**src/hw/rtl/efpsg_pkg.sv**
```systemverilog
// ----------------------------------------------------------------------------
// efpsg_pkg
// Shared widths, register indexes and filter constants for the encoder
// filter, position mapper and servo gate.
// ----------------------------------------------------------------------------
package efpsg_pkg;

	localparam int SAMPLE_W   = 16;
	localparam int TGT_W      = 18;
	localparam int POS_W      = 19;
	localparam int ERR_W      = 20;
	localparam int MARGIN_W   = 15;
	localparam int TOL_W      = 10;
	localparam int SPEED_W    = 7;
	localparam int TAPS       = 5;

	localparam int CFG_IDX_W  = 3;
	localparam int CFG_DATA_W = 16;

	// weighted sum of five 16-bit taps, weights add up to 100
	localparam int SUM_W      = 23;
	localparam int MAG_W      = 22;
	localparam int PROD_W     = 45;
	localparam int RECIP_SHIFT = 29;
	localparam logic [MAG_W:0] RECIP_100 = 23'd5368710;

	localparam logic signed [SUM_W-1:0] W_OLDEST = 23'sd10;
	localparam logic signed [SUM_W-1:0] W_OLD    = 23'sd15;
	localparam logic signed [SUM_W-1:0] W_MID    = 23'sd20;
	localparam logic signed [SUM_W-1:0] W_NEW    = 23'sd25;
	localparam logic signed [SUM_W-1:0] W_NEWEST = 23'sd30;

	localparam int WARMUP_ITEMS_DEF = 6;

	localparam logic [CFG_IDX_W-1:0] REG_BOUNDARY_LOW  = 3'd0;
	localparam logic [CFG_IDX_W-1:0] REG_BOUNDARY_HIGH = 3'd1;
	localparam logic [CFG_IDX_W-1:0] REG_REJECT_MARGIN = 3'd2;
	localparam logic [CFG_IDX_W-1:0] REG_STOP_TOL      = 3'd3;
	localparam logic [CFG_IDX_W-1:0] REG_RUN_SPEED     = 3'd4;

	localparam logic signed [SAMPLE_W-1:0] BOUNDARY_RST = '0;
	localparam logic [MARGIN_W-1:0]        MARGIN_RST   = 15'd10;
	localparam logic [TOL_W-1:0]           TOL_RST      = 10'd2;
	localparam logic [SPEED_W-1:0]         SPEED_RST    = 7'd40;

endpackage

```
**src/hw/rtl/encoder_filter_position_servo_gate.sv**
```systemverilog
// ----------------------------------------------------------------------------
// encoder_filter_position_servo_gate
// Five-tap glitch-rejecting x/y filter, quadrant position mapper and
// stop/run motor command gate.
// ----------------------------------------------------------------------------
// Takes one request per cycle unless the output stalls and returns one result
// per request through a five-stage pipeline: input register, history update
// and weighted sum, divide by 100 (reciprocal multiply), quadrant mapping,
// error check into the output register. Throughput is one request per clock
// unless the output stalls, set by the history update, whose accept test
// against the newest tap is combinational. Each stage holds its request when
// the one after it is stalled, so requests keep flowing into empty stages
// while a result waits. The first WARMUP_ITEMS requests issue no command.
// Registers are written through the cfg channel, which is always ready.
// ----------------------------------------------------------------------------
module encoder_filter_position_servo_gate
	import efpsg_pkg::*;
#(
	parameter int WARMUP_ITEMS = WARMUP_ITEMS_DEF
) (
	input  logic                        clk,
	input  logic                        arst_n,

	input  logic                        cfg_valid,
	output logic                        cfg_ready,
	input  logic [CFG_IDX_W-1:0]        cfg_index,
	input  logic [CFG_DATA_W-1:0]       cfg_data,

	input  logic                        in_valid,
	output logic                        in_ready,
	input  logic signed [SAMPLE_W-1:0]  sample_x,
	input  logic signed [SAMPLE_W-1:0]  sample_y,
	input  logic [TGT_W-1:0]            target_position,

	output logic                        out_valid,
	input  logic                        out_ready,
	output logic signed [SAMPLE_W-1:0]  filtered_x,
	output logic signed [SAMPLE_W-1:0]  filtered_y,
	output logic signed [POS_W-1:0]     position,
	output logic                        command_valid,
	output logic [SPEED_W-1:0]          motor_speed,
	output logic                        at_target
);

	localparam int CNT_W = $clog2(WARMUP_ITEMS + 1);

	// configuration
	logic signed [SAMPLE_W-1:0] bnd_lo_q, bnd_hi_q;
	logic [MARGIN_W-1:0]        margin_q;
	logic [TOL_W-1:0]           tol_q;
	logic [SPEED_W-1:0]         speed_q;

	// filter state
	logic signed [SAMPLE_W-1:0] hist_x_q [TAPS];
	logic signed [SAMPLE_W-1:0] hist_y_q [TAPS];
	logic signed [SAMPLE_W-1:0] hist_x_n [TAPS];
	logic signed [SAMPLE_W-1:0] hist_y_n [TAPS];
	logic [CNT_W-1:0]           warm_cnt_q;
	logic                       warmed_q;
	logic [CNT_W-1:0]           warm_cnt_inc;

	// pipeline
	logic vld_s1, vld_s2, vld_s3, vld_s4;
	logic en1, en2, en3, en4, en5;
	logic step;

	logic signed [SAMPLE_W-1:0] sx_s1, sy_s1;
	logic [TGT_W-1:0]           tgt_s1, tgt_s2, tgt_s3, tgt_s4;
	logic signed [SUM_W-1:0]    sum_x_s2, sum_y_s2;
	logic signed [SUM_W-1:0]    sum_x_n, sum_y_n;
	logic                       cmd_s2, cmd_s3, cmd_s4;
	logic signed [SAMPLE_W-1:0] fx_s3, fy_s3, fx_s4, fy_s4;
	logic signed [POS_W-1:0]    pos_s4;
	logic signed [ERR_W-1:0]    err;
	logic [ERR_W-1:0]           err_abs;
	logic                       near;

	function automatic logic take_sample(
		input logic signed [SAMPLE_W-1:0] s,
		input logic signed [SAMPLE_W-1:0] h,
		input logic [MARGIN_W-1:0]        m
	);
		logic signed [SAMPLE_W+1:0] ms, mh, d;
		logic [SAMPLE_W+1:0]        da;
		ms = (SAMPLE_W + 2)'(s);
		mh = (SAMPLE_W + 2)'(h);
		if (ms < 0) ms = -ms;
		if (mh < 0) mh = -mh;
		d  = ms - mh;
		da = (d < 0) ? (SAMPLE_W + 2)'(-d) : (SAMPLE_W + 2)'(d);
		return da < (SAMPLE_W + 2)'(m);
	endfunction

	function automatic logic signed [SUM_W-1:0] wsum(
		input logic signed [SAMPLE_W-1:0] h [TAPS]
	);
		return SUM_W'(h[4]) * W_OLDEST + SUM_W'(h[3]) * W_OLD + SUM_W'(h[2]) * W_MID
			+ SUM_W'(h[1]) * W_NEW + SUM_W'(h[0]) * W_NEWEST;
	endfunction

	// truncating divide by 100: exact for magnitudes below 2^22
	function automatic logic signed [SAMPLE_W-1:0] div100(
		input logic signed [SUM_W-1:0] s
	);
		logic [MAG_W-1:0]    mag;
		logic [PROD_W-1:0]   prod;
		logic [SAMPLE_W-1:0] quo;
		mag  = s[SUM_W-1] ? MAG_W'(-s) : MAG_W'(s);
		prod = PROD_W'(mag) * PROD_W'(RECIP_100);
		quo  = prod[RECIP_SHIFT +: SAMPLE_W];
		return s[SUM_W-1] ? SAMPLE_W'(-quo) : quo;
	endfunction

	function automatic logic signed [POS_W-1:0] map_pos(
		input logic signed [SAMPLE_W-1:0] x,
		input logic signed [SAMPLE_W-1:0] y,
		input logic signed [SAMPLE_W-1:0] lo,
		input logic signed [SAMPLE_W-1:0] hi
	);
		logic signed [ERR_W-1:0] xe, ye, le, he, q, alo, r;
		logic                    y_in, x_in, y_above;
		xe      = ERR_W'(x);
		ye      = ERR_W'(y);
		le      = ERR_W'(lo);
		he      = ERR_W'(hi);
		q       = le + he;
		alo     = (le < 0) ? -le : le;
		y_in    = (ye <= he) && (ye >= le);
		x_in    = (xe <= he) && (xe >= le);
		y_above = ye > he;
		if (xe >= he) begin
			r = y_in ? he - ye : (y_above ? '0 : q);
		end else if (ye <= le) begin
			r = x_in ? (he - xe) + q : (y_above ? q : q + q);
		end else if (xe <= le) begin
			r = y_in ? alo + ye + q + q : (y_above ? q + q : q + q + q);
		end else begin
			r = '0;
		end
		return r[POS_W-1:0];
	endfunction

	assign cfg_ready = 1'b1;

	always_ff @(posedge clk or negedge arst_n) begin
		if (!arst_n) begin
			bnd_lo_q <= BOUNDARY_RST;
			bnd_hi_q <= BOUNDARY_RST;
			margin_q <= MARGIN_RST;
			tol_q    <= TOL_RST;
			speed_q  <= SPEED_RST;
		end else if (cfg_valid) begin
			unique case (cfg_index)
				REG_BOUNDARY_LOW:  bnd_lo_q <= cfg_data[SAMPLE_W-1:0];
				REG_BOUNDARY_HIGH: bnd_hi_q <= cfg_data[SAMPLE_W-1:0];
				REG_REJECT_MARGIN: margin_q <= cfg_data[MARGIN_W-1:0];
				REG_STOP_TOL:      tol_q    <= cfg_data[TOL_W-1:0];
				REG_RUN_SPEED:     speed_q  <= cfg_data[SPEED_W-1:0];
				default: ;
			endcase
		end
	end

	// per-stage advance: a stage loads when it is empty or its successor moves
	assign en5      = !out_valid || out_ready;
	assign en4      = !vld_s4 || en5;
	assign en3      = !vld_s3 || en4;
	assign en2      = !vld_s2 || en3;
	assign en1      = !vld_s1 || en2;
	assign in_ready = en1;
	assign step     = vld_s1 && en2;

	always_ff @(posedge clk or negedge arst_n) begin
		if (!arst_n) begin
			vld_s1    <= 1'b0;
			vld_s2    <= 1'b0;
			vld_s3    <= 1'b0;
			vld_s4    <= 1'b0;
			out_valid <= 1'b0;
		end else begin
			if (en1) vld_s1 <= in_valid;
			if (en2) vld_s2 <= vld_s1;
			if (en3) vld_s3 <= vld_s2;
			if (en4) vld_s4 <= vld_s3;
			if (en5) out_valid <= vld_s4;
		end
	end

	// stage 1: input register
	always_ff @(posedge clk) begin
		if (en1) begin
			sx_s1  <= sample_x;
			sy_s1  <= sample_y;
			tgt_s1 <= target_position;
		end
	end

	// history shift, newest tap repeats when the sample is rejected
	always_comb begin
		for (int i = 1; i < TAPS; i++) begin
			hist_x_n[i] = hist_x_q[i-1];
			hist_y_n[i] = hist_y_q[i-1];
		end
		hist_x_n[0] = (!warmed_q || take_sample(sx_s1, hist_x_q[0], margin_q)) ?
			sx_s1 : hist_x_q[0];
		hist_y_n[0] = (!warmed_q || take_sample(sy_s1, hist_y_q[0], margin_q)) ?
			sy_s1 : hist_y_q[0];
		sum_x_n = wsum(hist_x_n);
		sum_y_n = wsum(hist_y_n);
	end

	assign warm_cnt_inc = warm_cnt_q + CNT_W'(1);

	always_ff @(posedge clk or negedge arst_n) begin
		if (!arst_n) begin
			for (int i = 0; i < TAPS; i++) begin
				hist_x_q[i] <= '0;
				hist_y_q[i] <= '0;
			end
			warm_cnt_q <= '0;
			warmed_q   <= 1'b0;
		end else if (step) begin
			hist_x_q <= hist_x_n;
			hist_y_q <= hist_y_n;
			if (!warmed_q) begin
				if (warm_cnt_inc == CNT_W'(WARMUP_ITEMS)) begin
					warmed_q   <= 1'b1;
					warm_cnt_q <= '0;
				end else begin
					warm_cnt_q <= warm_cnt_inc;
				end
			end
		end
	end

	// stage 2: weighted sums
	always_ff @(posedge clk) begin
		if (en2) begin
			sum_x_s2 <= sum_x_n;
			sum_y_s2 <= sum_y_n;
			tgt_s2   <= tgt_s1;
			cmd_s2   <= warmed_q;
		end
	end

	// stage 3: divide by 100
	always_ff @(posedge clk) begin
		if (en3) begin
			fx_s3  <= div100(sum_x_s2);
			fy_s3  <= div100(sum_y_s2);
			tgt_s3 <= tgt_s2;
			cmd_s3 <= cmd_s2;
		end
	end

	// stage 4: quadrant mapping
	always_ff @(posedge clk) begin
		if (en4) begin
			pos_s4 <= map_pos(fx_s3, fy_s3, bnd_lo_q, bnd_hi_q);
			fx_s4  <= fx_s3;
			fy_s4  <= fy_s3;
			tgt_s4 <= tgt_s3;
			cmd_s4 <= cmd_s3;
		end
	end

	// stage 5: command gate into the output register
	assign err     = ERR_W'(pos_s4) - ERR_W'(tgt_s4);
	assign err_abs = (err < 0) ? ERR_W'(-err) : ERR_W'(err);
	assign near    = err_abs < ERR_W'(tol_q);

	always_ff @(posedge clk) begin
		if (en5) begin
			filtered_x    <= fx_s4;
			filtered_y    <= fy_s4;
			position      <= pos_s4;
			command_valid <= cmd_s4;
			at_target     <= cmd_s4 && near;
			motor_speed   <= (cmd_s4 && !near) ? speed_q : '0;
		end
	end

	a_full_stall: assert property (@(posedge clk) disable iff (!arst_n)
		!in_ready |-> (vld_s1 && vld_s2 && vld_s3 && vld_s4 && out_valid && !out_ready))
		else $error("input stalled while a pipeline stage is free");

	a_warm_count: assert property (@(posedge clk) disable iff (!arst_n)
		!warmed_q |-> (warm_cnt_q < CNT_W'(WARMUP_ITEMS)))
		else $error("warm-up count passed its limit");

	a_warm_rise: assert property (@(posedge clk) disable iff (!arst_n)
		$rose(warmed_q) |-> $past(step))
		else $error("warm-up finished without a request");

	a_stop_cmd: assert property (@(posedge clk) disable iff (!arst_n)
		(out_valid && at_target) |-> (command_valid && (motor_speed == '0)))
		else $error("at target without a valid stop command");

	a_idle_cmd: assert property (@(posedge clk) disable iff (!arst_n)
		(out_valid && !command_valid) |-> (!at_target && (motor_speed == '0)))
		else $error("motor command issued during warm-up");

endmodule
```
**config.mk**
```make
export PLATFORM = sky130hd
export DESIGN_NAME = encoder_filter_position_servo_gate
export DESIGN_NICKNAME = d
export VERILOG_FILES = /design/src/hw/rtl/efpsg_pkg.sv /design/src/hw/rtl/encoder_filter_position_servo_gate.sv
export SDC_FILE = /design/constraint.sdc
export NUM_CORES = 2
export LEC_CHECK = 0
export ABC_AREA = 1
export BUFFER_PORTS_ARGS = -buffer_cell sky130_fd_sc_hd__buf_2
export CORE_UTILIZATION = 40
export CTS_CLUSTER_SIZE = 20
export DETAILED_ROUTE_END_ITERATION = 8
export GPL_ROUTABILITY_DRIVEN = 0
export GPL_TIMING_DRIVEN = 0
export PLACE_DENSITY = 0.6
export SLEW_MARGIN = 25
export SYNTH_ARGS = -nofsm -noshare
export SYNTH_HDL_FRONTEND = slang
export SYNTH_SLANG_ARGS = --single-unit
export TNS_END_PERCENT = 100
```
**constraint.sdc**
```tcl
create_clock -name clk -period 13.63 [get_ports clk]
set_clock_uncertainty 0.15 [all_clocks]
set_input_delay 0.6815 -clock clk [delete_from_list [all_inputs] [get_ports clk]]
set_output_delay 0.6815 -clock clk [all_outputs]
set_load 0.01 [all_outputs]
```
* Word level (Yosys, flattened, before mapping)
Cells that the tools add are included.
** Storage, ports and cells
- Flip-flop bits (word level) :: 497
- Input bits :: 74
** Operators by class
- Add/subtract/negate cells :: 33
- Multiply operators :: 12
- $lt $le $gt $ge :: 19
- Equal/unequal tests :: 5
- Multiplexer cells :: 26
- Bitwise gates (word level) :: 1
- Reduce and logical (&&, ||, !) cells :: 26
** Operators with widths (number)
- 19-bit 2-to-1 mux :: 10
- 18-bit 2-to-1 mux :: 6
- 23-bit by 22-bit adder with 23-bit output :: 4
- 22-bit by 22-bit multiplier with 44-bit output, second input constant :: 2
- 16-bit by 5-bit multiplier with 21-bit output, second input constant :: 4
- 16-bit by 1-bit less-than comparator with 1-bit output, second input constant :: 5
- 16-bit by 4-bit multiplier with 20-bit output, second input constant :: 4
- 16-bit negator with 18-bit output :: 4
- 16-bit <= comparator :: 4
- 16-bit 2-to-1 mux :: 4
- 16-bit greater-or-equal comparator :: 3
- 22-bit by 22-bit adder with 23-bit output :: 2
- 21-bit by 21-bit adder with 22-bit output :: 2
- 16-bit by 6-bit multiplier with 22-bit output, second input constant :: 2
- 22-bit 2-to-1 mux :: 2
- 22-bit negator :: 2
- 19-bit by 17-bit adder with 19-bit output :: 2
- 17-bit by 17-bit adder with 18-bit output :: 2
- 18-bit by 1-bit less-than comparator with 1-bit output, second input constant :: 2
- 18-bit by 15-bit less-than comparator with 1-bit output :: 2
- 18-bit negator :: 2
- 18-bit subtractor :: 2
- 16-bit by 16-bit subtractor with 17-bit output :: 2
- 16-bit negator :: 2
- 22 further kinds :: 46

* Depth between registers and ports, before layout
- Word-level depth :: 10
- Depth in mapped cells :: 74

* Least setup slack after synthesis
No wires, ideal clock.
- Kind :: reg-to-reg
- Start :: register sy_s1[0]
- End :: register sum_y_s2[22], data pin
- Setup time :: 0.253 ns
- Data arrival time :: 9.740 ns
- Data required time :: 13.227 ns
- Path slack :: 3.486 ns
- Cell stages (with the launch flop) :: 70
- Cells stage by stage :: edfxtp_1 inv_1 ha_1 inv_1 nor3_1 nand3_1 nor3_1 nand3_1 o31ai_1 xnor2_1 ha_1 a21oi_1 o21ai_0 nor2_2 nand2_2 a21oi_2 buf_2 nand2_1 [34 not listed] nand2_1 nand2_1 a21oi_1 nor2_1 nand3_2 nand2_1 nand2_1 nand2_1 fa_1 ha_1 a21oi_1 o21ai_0 a21oi_1 xnor2_1 xor2_1 inv_1 nand3_1 nand2_1
** RTL lines
- start, declared :: line encoder_filter_position_servo_gate.sv:67 : logic signed [SAMPLE_W-1:0] sx_s1, sy_s1;
- start signal, assigned :: line encoder_filter_position_servo_gate.sv:193 : sy_s1 <= sample_y;
- end signal, assigned :: line encoder_filter_position_servo_gate.sv:240 : sum_y_s2 <= sum_y_n;
- end, declared :: line encoder_filter_position_servo_gate.sv:69 : logic signed [SUM_W-1:0] sum_x_s2, sum_y_s2;

==> impl_metrics.env <==
export IMPL_status="completed"
export IMPL_ys_warn_count=0
export IMPL_fmax_mhz=80.0
export IMPL_rsz0062_at_grt="false"
export IMPL_crit_required_ns=13.86
export IMPL_ys_ff_latch=497
export IMPL_dp_hpwl_mm=159
export IMPL_cts_buffer_depth=3
export IMPL_h_tree_depth=2
export IMPL_reg2reg_depth=69
export IMPL_hold_violations=0
export IMPL_startpoint="sy_s1[0]"
export IMPL_end_kind="flip-flop"
export IMPL_seq_area_frac_synth=0.205
export IMPL_numCtsBuffers=59
export IMPL_grt_ovfl_total=0
export IMPL_clock_latency_ns=0.70
export IMPL_timing_rr_end="sum_y_s2[22]"
export IMPL_drcViolationCount=0
export IMPL_ys_dominant_reg_cell="edfxtp_1"
export IMPL_critical_path_slowest_cell="edfxtp_1"
export IMPL_path_clk_slew_ns=0.06
export IMPL_num_rows=150
export IMPL_placedCellCount=10105
export IMPL_hold_path_class="in -> reg"
export IMPL_maxSlewHeadroom=0.262
export IMPL_synthArstFlopShare=0.404
export IMPL_grt_first_pass_wirelength_mm=292
export IMPL_die_y_um=414
export IMPL_antenna_found_initial=1
export IMPL_place_ws_ns=0.870
export IMPL_slowest_delay_ns=0.54
export IMPL_drt_pass1_iterations=6
export IMPL_setup_viol=0
export IMPL_numPortBuffers=135
export IMPL_cts_sinks=497
export IMPL_avgSynthCellArea_um2=8.76
export IMPL_syn_inst=7754
export IMPL_start_util=0.404
export IMPL_die_x_um=414
export IMPL_fin_cells=10249
export IMPL_area_growth_pct=8.99
export IMPL_r2r_start="sy_s1[0]"
export IMPL_finalSetupTns_ns=0
export IMPL_synth_cell_area_mm2=0.0679
export IMPL_antenna_left=0
export IMPL_crit_path_max_fanout=10
export IMPL_crit_end="sum_y_s2[22]"
export IMPL_finalCritPeriodShare=0.918
export IMPL_crit_top_cell="nand2_1"
export IMPL_core_mm2=0.168
export IMPL_cts_tree="yes"
export IMPL_critPathLaunchType="flip-flop"
export IMPL_final_min_clock_period_ns=12.51
export IMPL_antennaDiodeCount=0
export IMPL_worst_pin_slew_ns=1.10
export IMPL_routed_wl_mm=185
export IMPL_synth_edf_count=296
export IMPL_routedWlPerCell_um=18.0
export IMPL_synth_cell_types=61
export IMPL_vias=51809
export IMPL_placed_area_mm2=0.0716
export IMPL_max_cap_viol_count=0
export IMPL_final_nets=9913
export IMPL_grt_pass1_vias=52888
export IMPL_drt_iter0_drc=3830
export IMPL_drive_gt1_frac=0.0456
export IMPL_cts_root_buf="clkbuf_16"
export IMPL_arrival_ns=12.73
export IMPL_setup_ws_ns=1.12
export IMPL_design_area_mm2=0.0740
export IMPL_vias_per_cell=5.06
export IMPL_dieArea_mm2=0.171
export IMPL_ff2ff_setup_slack_ns=1.12
export IMPL_crit_type="reg -> reg"
export IMPL_slew_viol_final=0
export IMPL_grt_max_degree=85
export IMPL_post_cts_buffers=0
export IMPL_n_fill_cell=16457
export IMPL_io_pins=137
export IMPL_grt_total_usage=0.217
[metrics by stage]
stage | utilization | hold slack, ns
floorplan | - | 0.236
global placement | 0.425 | 0.254
detailed placement | 0.426 | 0.255
CTS | 0.441 | 0.0117
global route | 0.441 | 0.0298
finish | 0.441 | 0.0551
[worst min path at each step]
stage / start / endpoint / slack (ns) / cells after the start
4_1_cts: sample_y[13] / sy_s1[13] / 0.01 / 1
3_5_place_dp: tgt_s1[5] / tgt_s2[5] / 0.25 / 0
6_report: sample_y[13] / sy_s1[13] / 0.06 / 1
3_3_place_gp: tgt_s3[14] / tgt_s4[14] / 0.25 / 0
2_1_floorplan: arst_n / bnd_hi_q[0] / 0.24 / 0
5_1_grt: sample_y[13] / sy_s1[13] / 0.03 / 1
[layout make-up]
cell class	count	area, µm²	area share
clock inverter	33	422	0.00570
timing repair buffer	176	1210	0.0164
multi-input combinational	5372	46900	0.634
inverter	1806	6790	0.0917
sequential	497	13900	0.188
buffer	82	337	0.00455
clock buffer	79	1660	0.0225
tap	2204	2760	0.0372
[Yosys cell counts (30+ instances only)]
library cell	n	area, µm²
nor3_1	68	340
ha_1	1124	14100
a21oi_1	414	2070
dfrtp_1	196	4900
o21bai_1	39	293
edfxtp_1	296	8890
nand2_2	33	206
a21o_1	33	248
o21ai_0	408	2040
xor2_1	325	2850
inv_1	1795	6740
a31oi_1	30	188
clkbuf_1	69	259
nor2_1	359	1350
nand2_1	1185	4450
fa_1	721	14400
o211ai_1	35	263
nand4_1	69	432
xnor2_1	123	1080
nand3_1	189	946
[worst max-delay path: cells and delay by family (launching register included)]
kind            cells  cell delay (ns)
fa+ha+maj           9             3.34
compound gates     18             3.20
simple gates       30             3.15
buf+inv             8             1.06
xor+xnor            4             0.70
flops               1             0.54
[cells by family after synthesis]
kind of cell,share of synthesized area
XOR/XNOR,0.0578
flip-flops,0.205
AND/OR/NAND/NOR,0.124
other,0.000111
buffers and inverters,0.105
adder cells (fa/ha/maj),0.420
AO/OA/AOI/OAI,0.0885
[cell usage in the layout (no fill, tap or decap), types with 80 or more instances in the layout]
cell type,synthesis,final
xor2_1,325,324
o21ai_0,408,401
fa_1,721,721
inv_1,1795,1791
nor2_1,359,359
xnor2_1,123,122
edfxtp_1,296,296
nand2_1,1185,1184
buf_2,5,139
a21oi_1,414,414
ha_1,1124,1124
clkbuf_1,69,80
nand3_1,189,189
dfrtp_1,196,196
[what timing repair did]
item                       4_1_cts  5_1_grt
hold endpoints to repair        75        0
hold buffers                    32        0
setup endpoints to repair        0        1
gates resized for setup          0        6
[layer usage]
layer  GRT usage  wire (µm)  part of all wire
met1       0.283      81100              0.44
met2       0.365      86400              0.47
met3      0.0261       9090             0.049
met4      0.0832       7890             0.043
met5           0          0                 0
[registers in the layout, summed over array words and instances (netlist names), 18 cells and up]
| name | cells |
|---|---|
| tgt_s2 | 18 |
| hist_y_n | 64 |
| sum_x_s2 | 23 |
| hist_x_n | 64 |
| sum_y_s2 | 23 |
| tgt_s4 | 18 |
| tgt_s1 | 18 |
| tgt_s3 | 18 |
| pos_s4 | 19 |
| position | 19 |
Power is not shown: default switching activity piles up to over one toggle a cycle in this logic, so the estimate is an artifact.
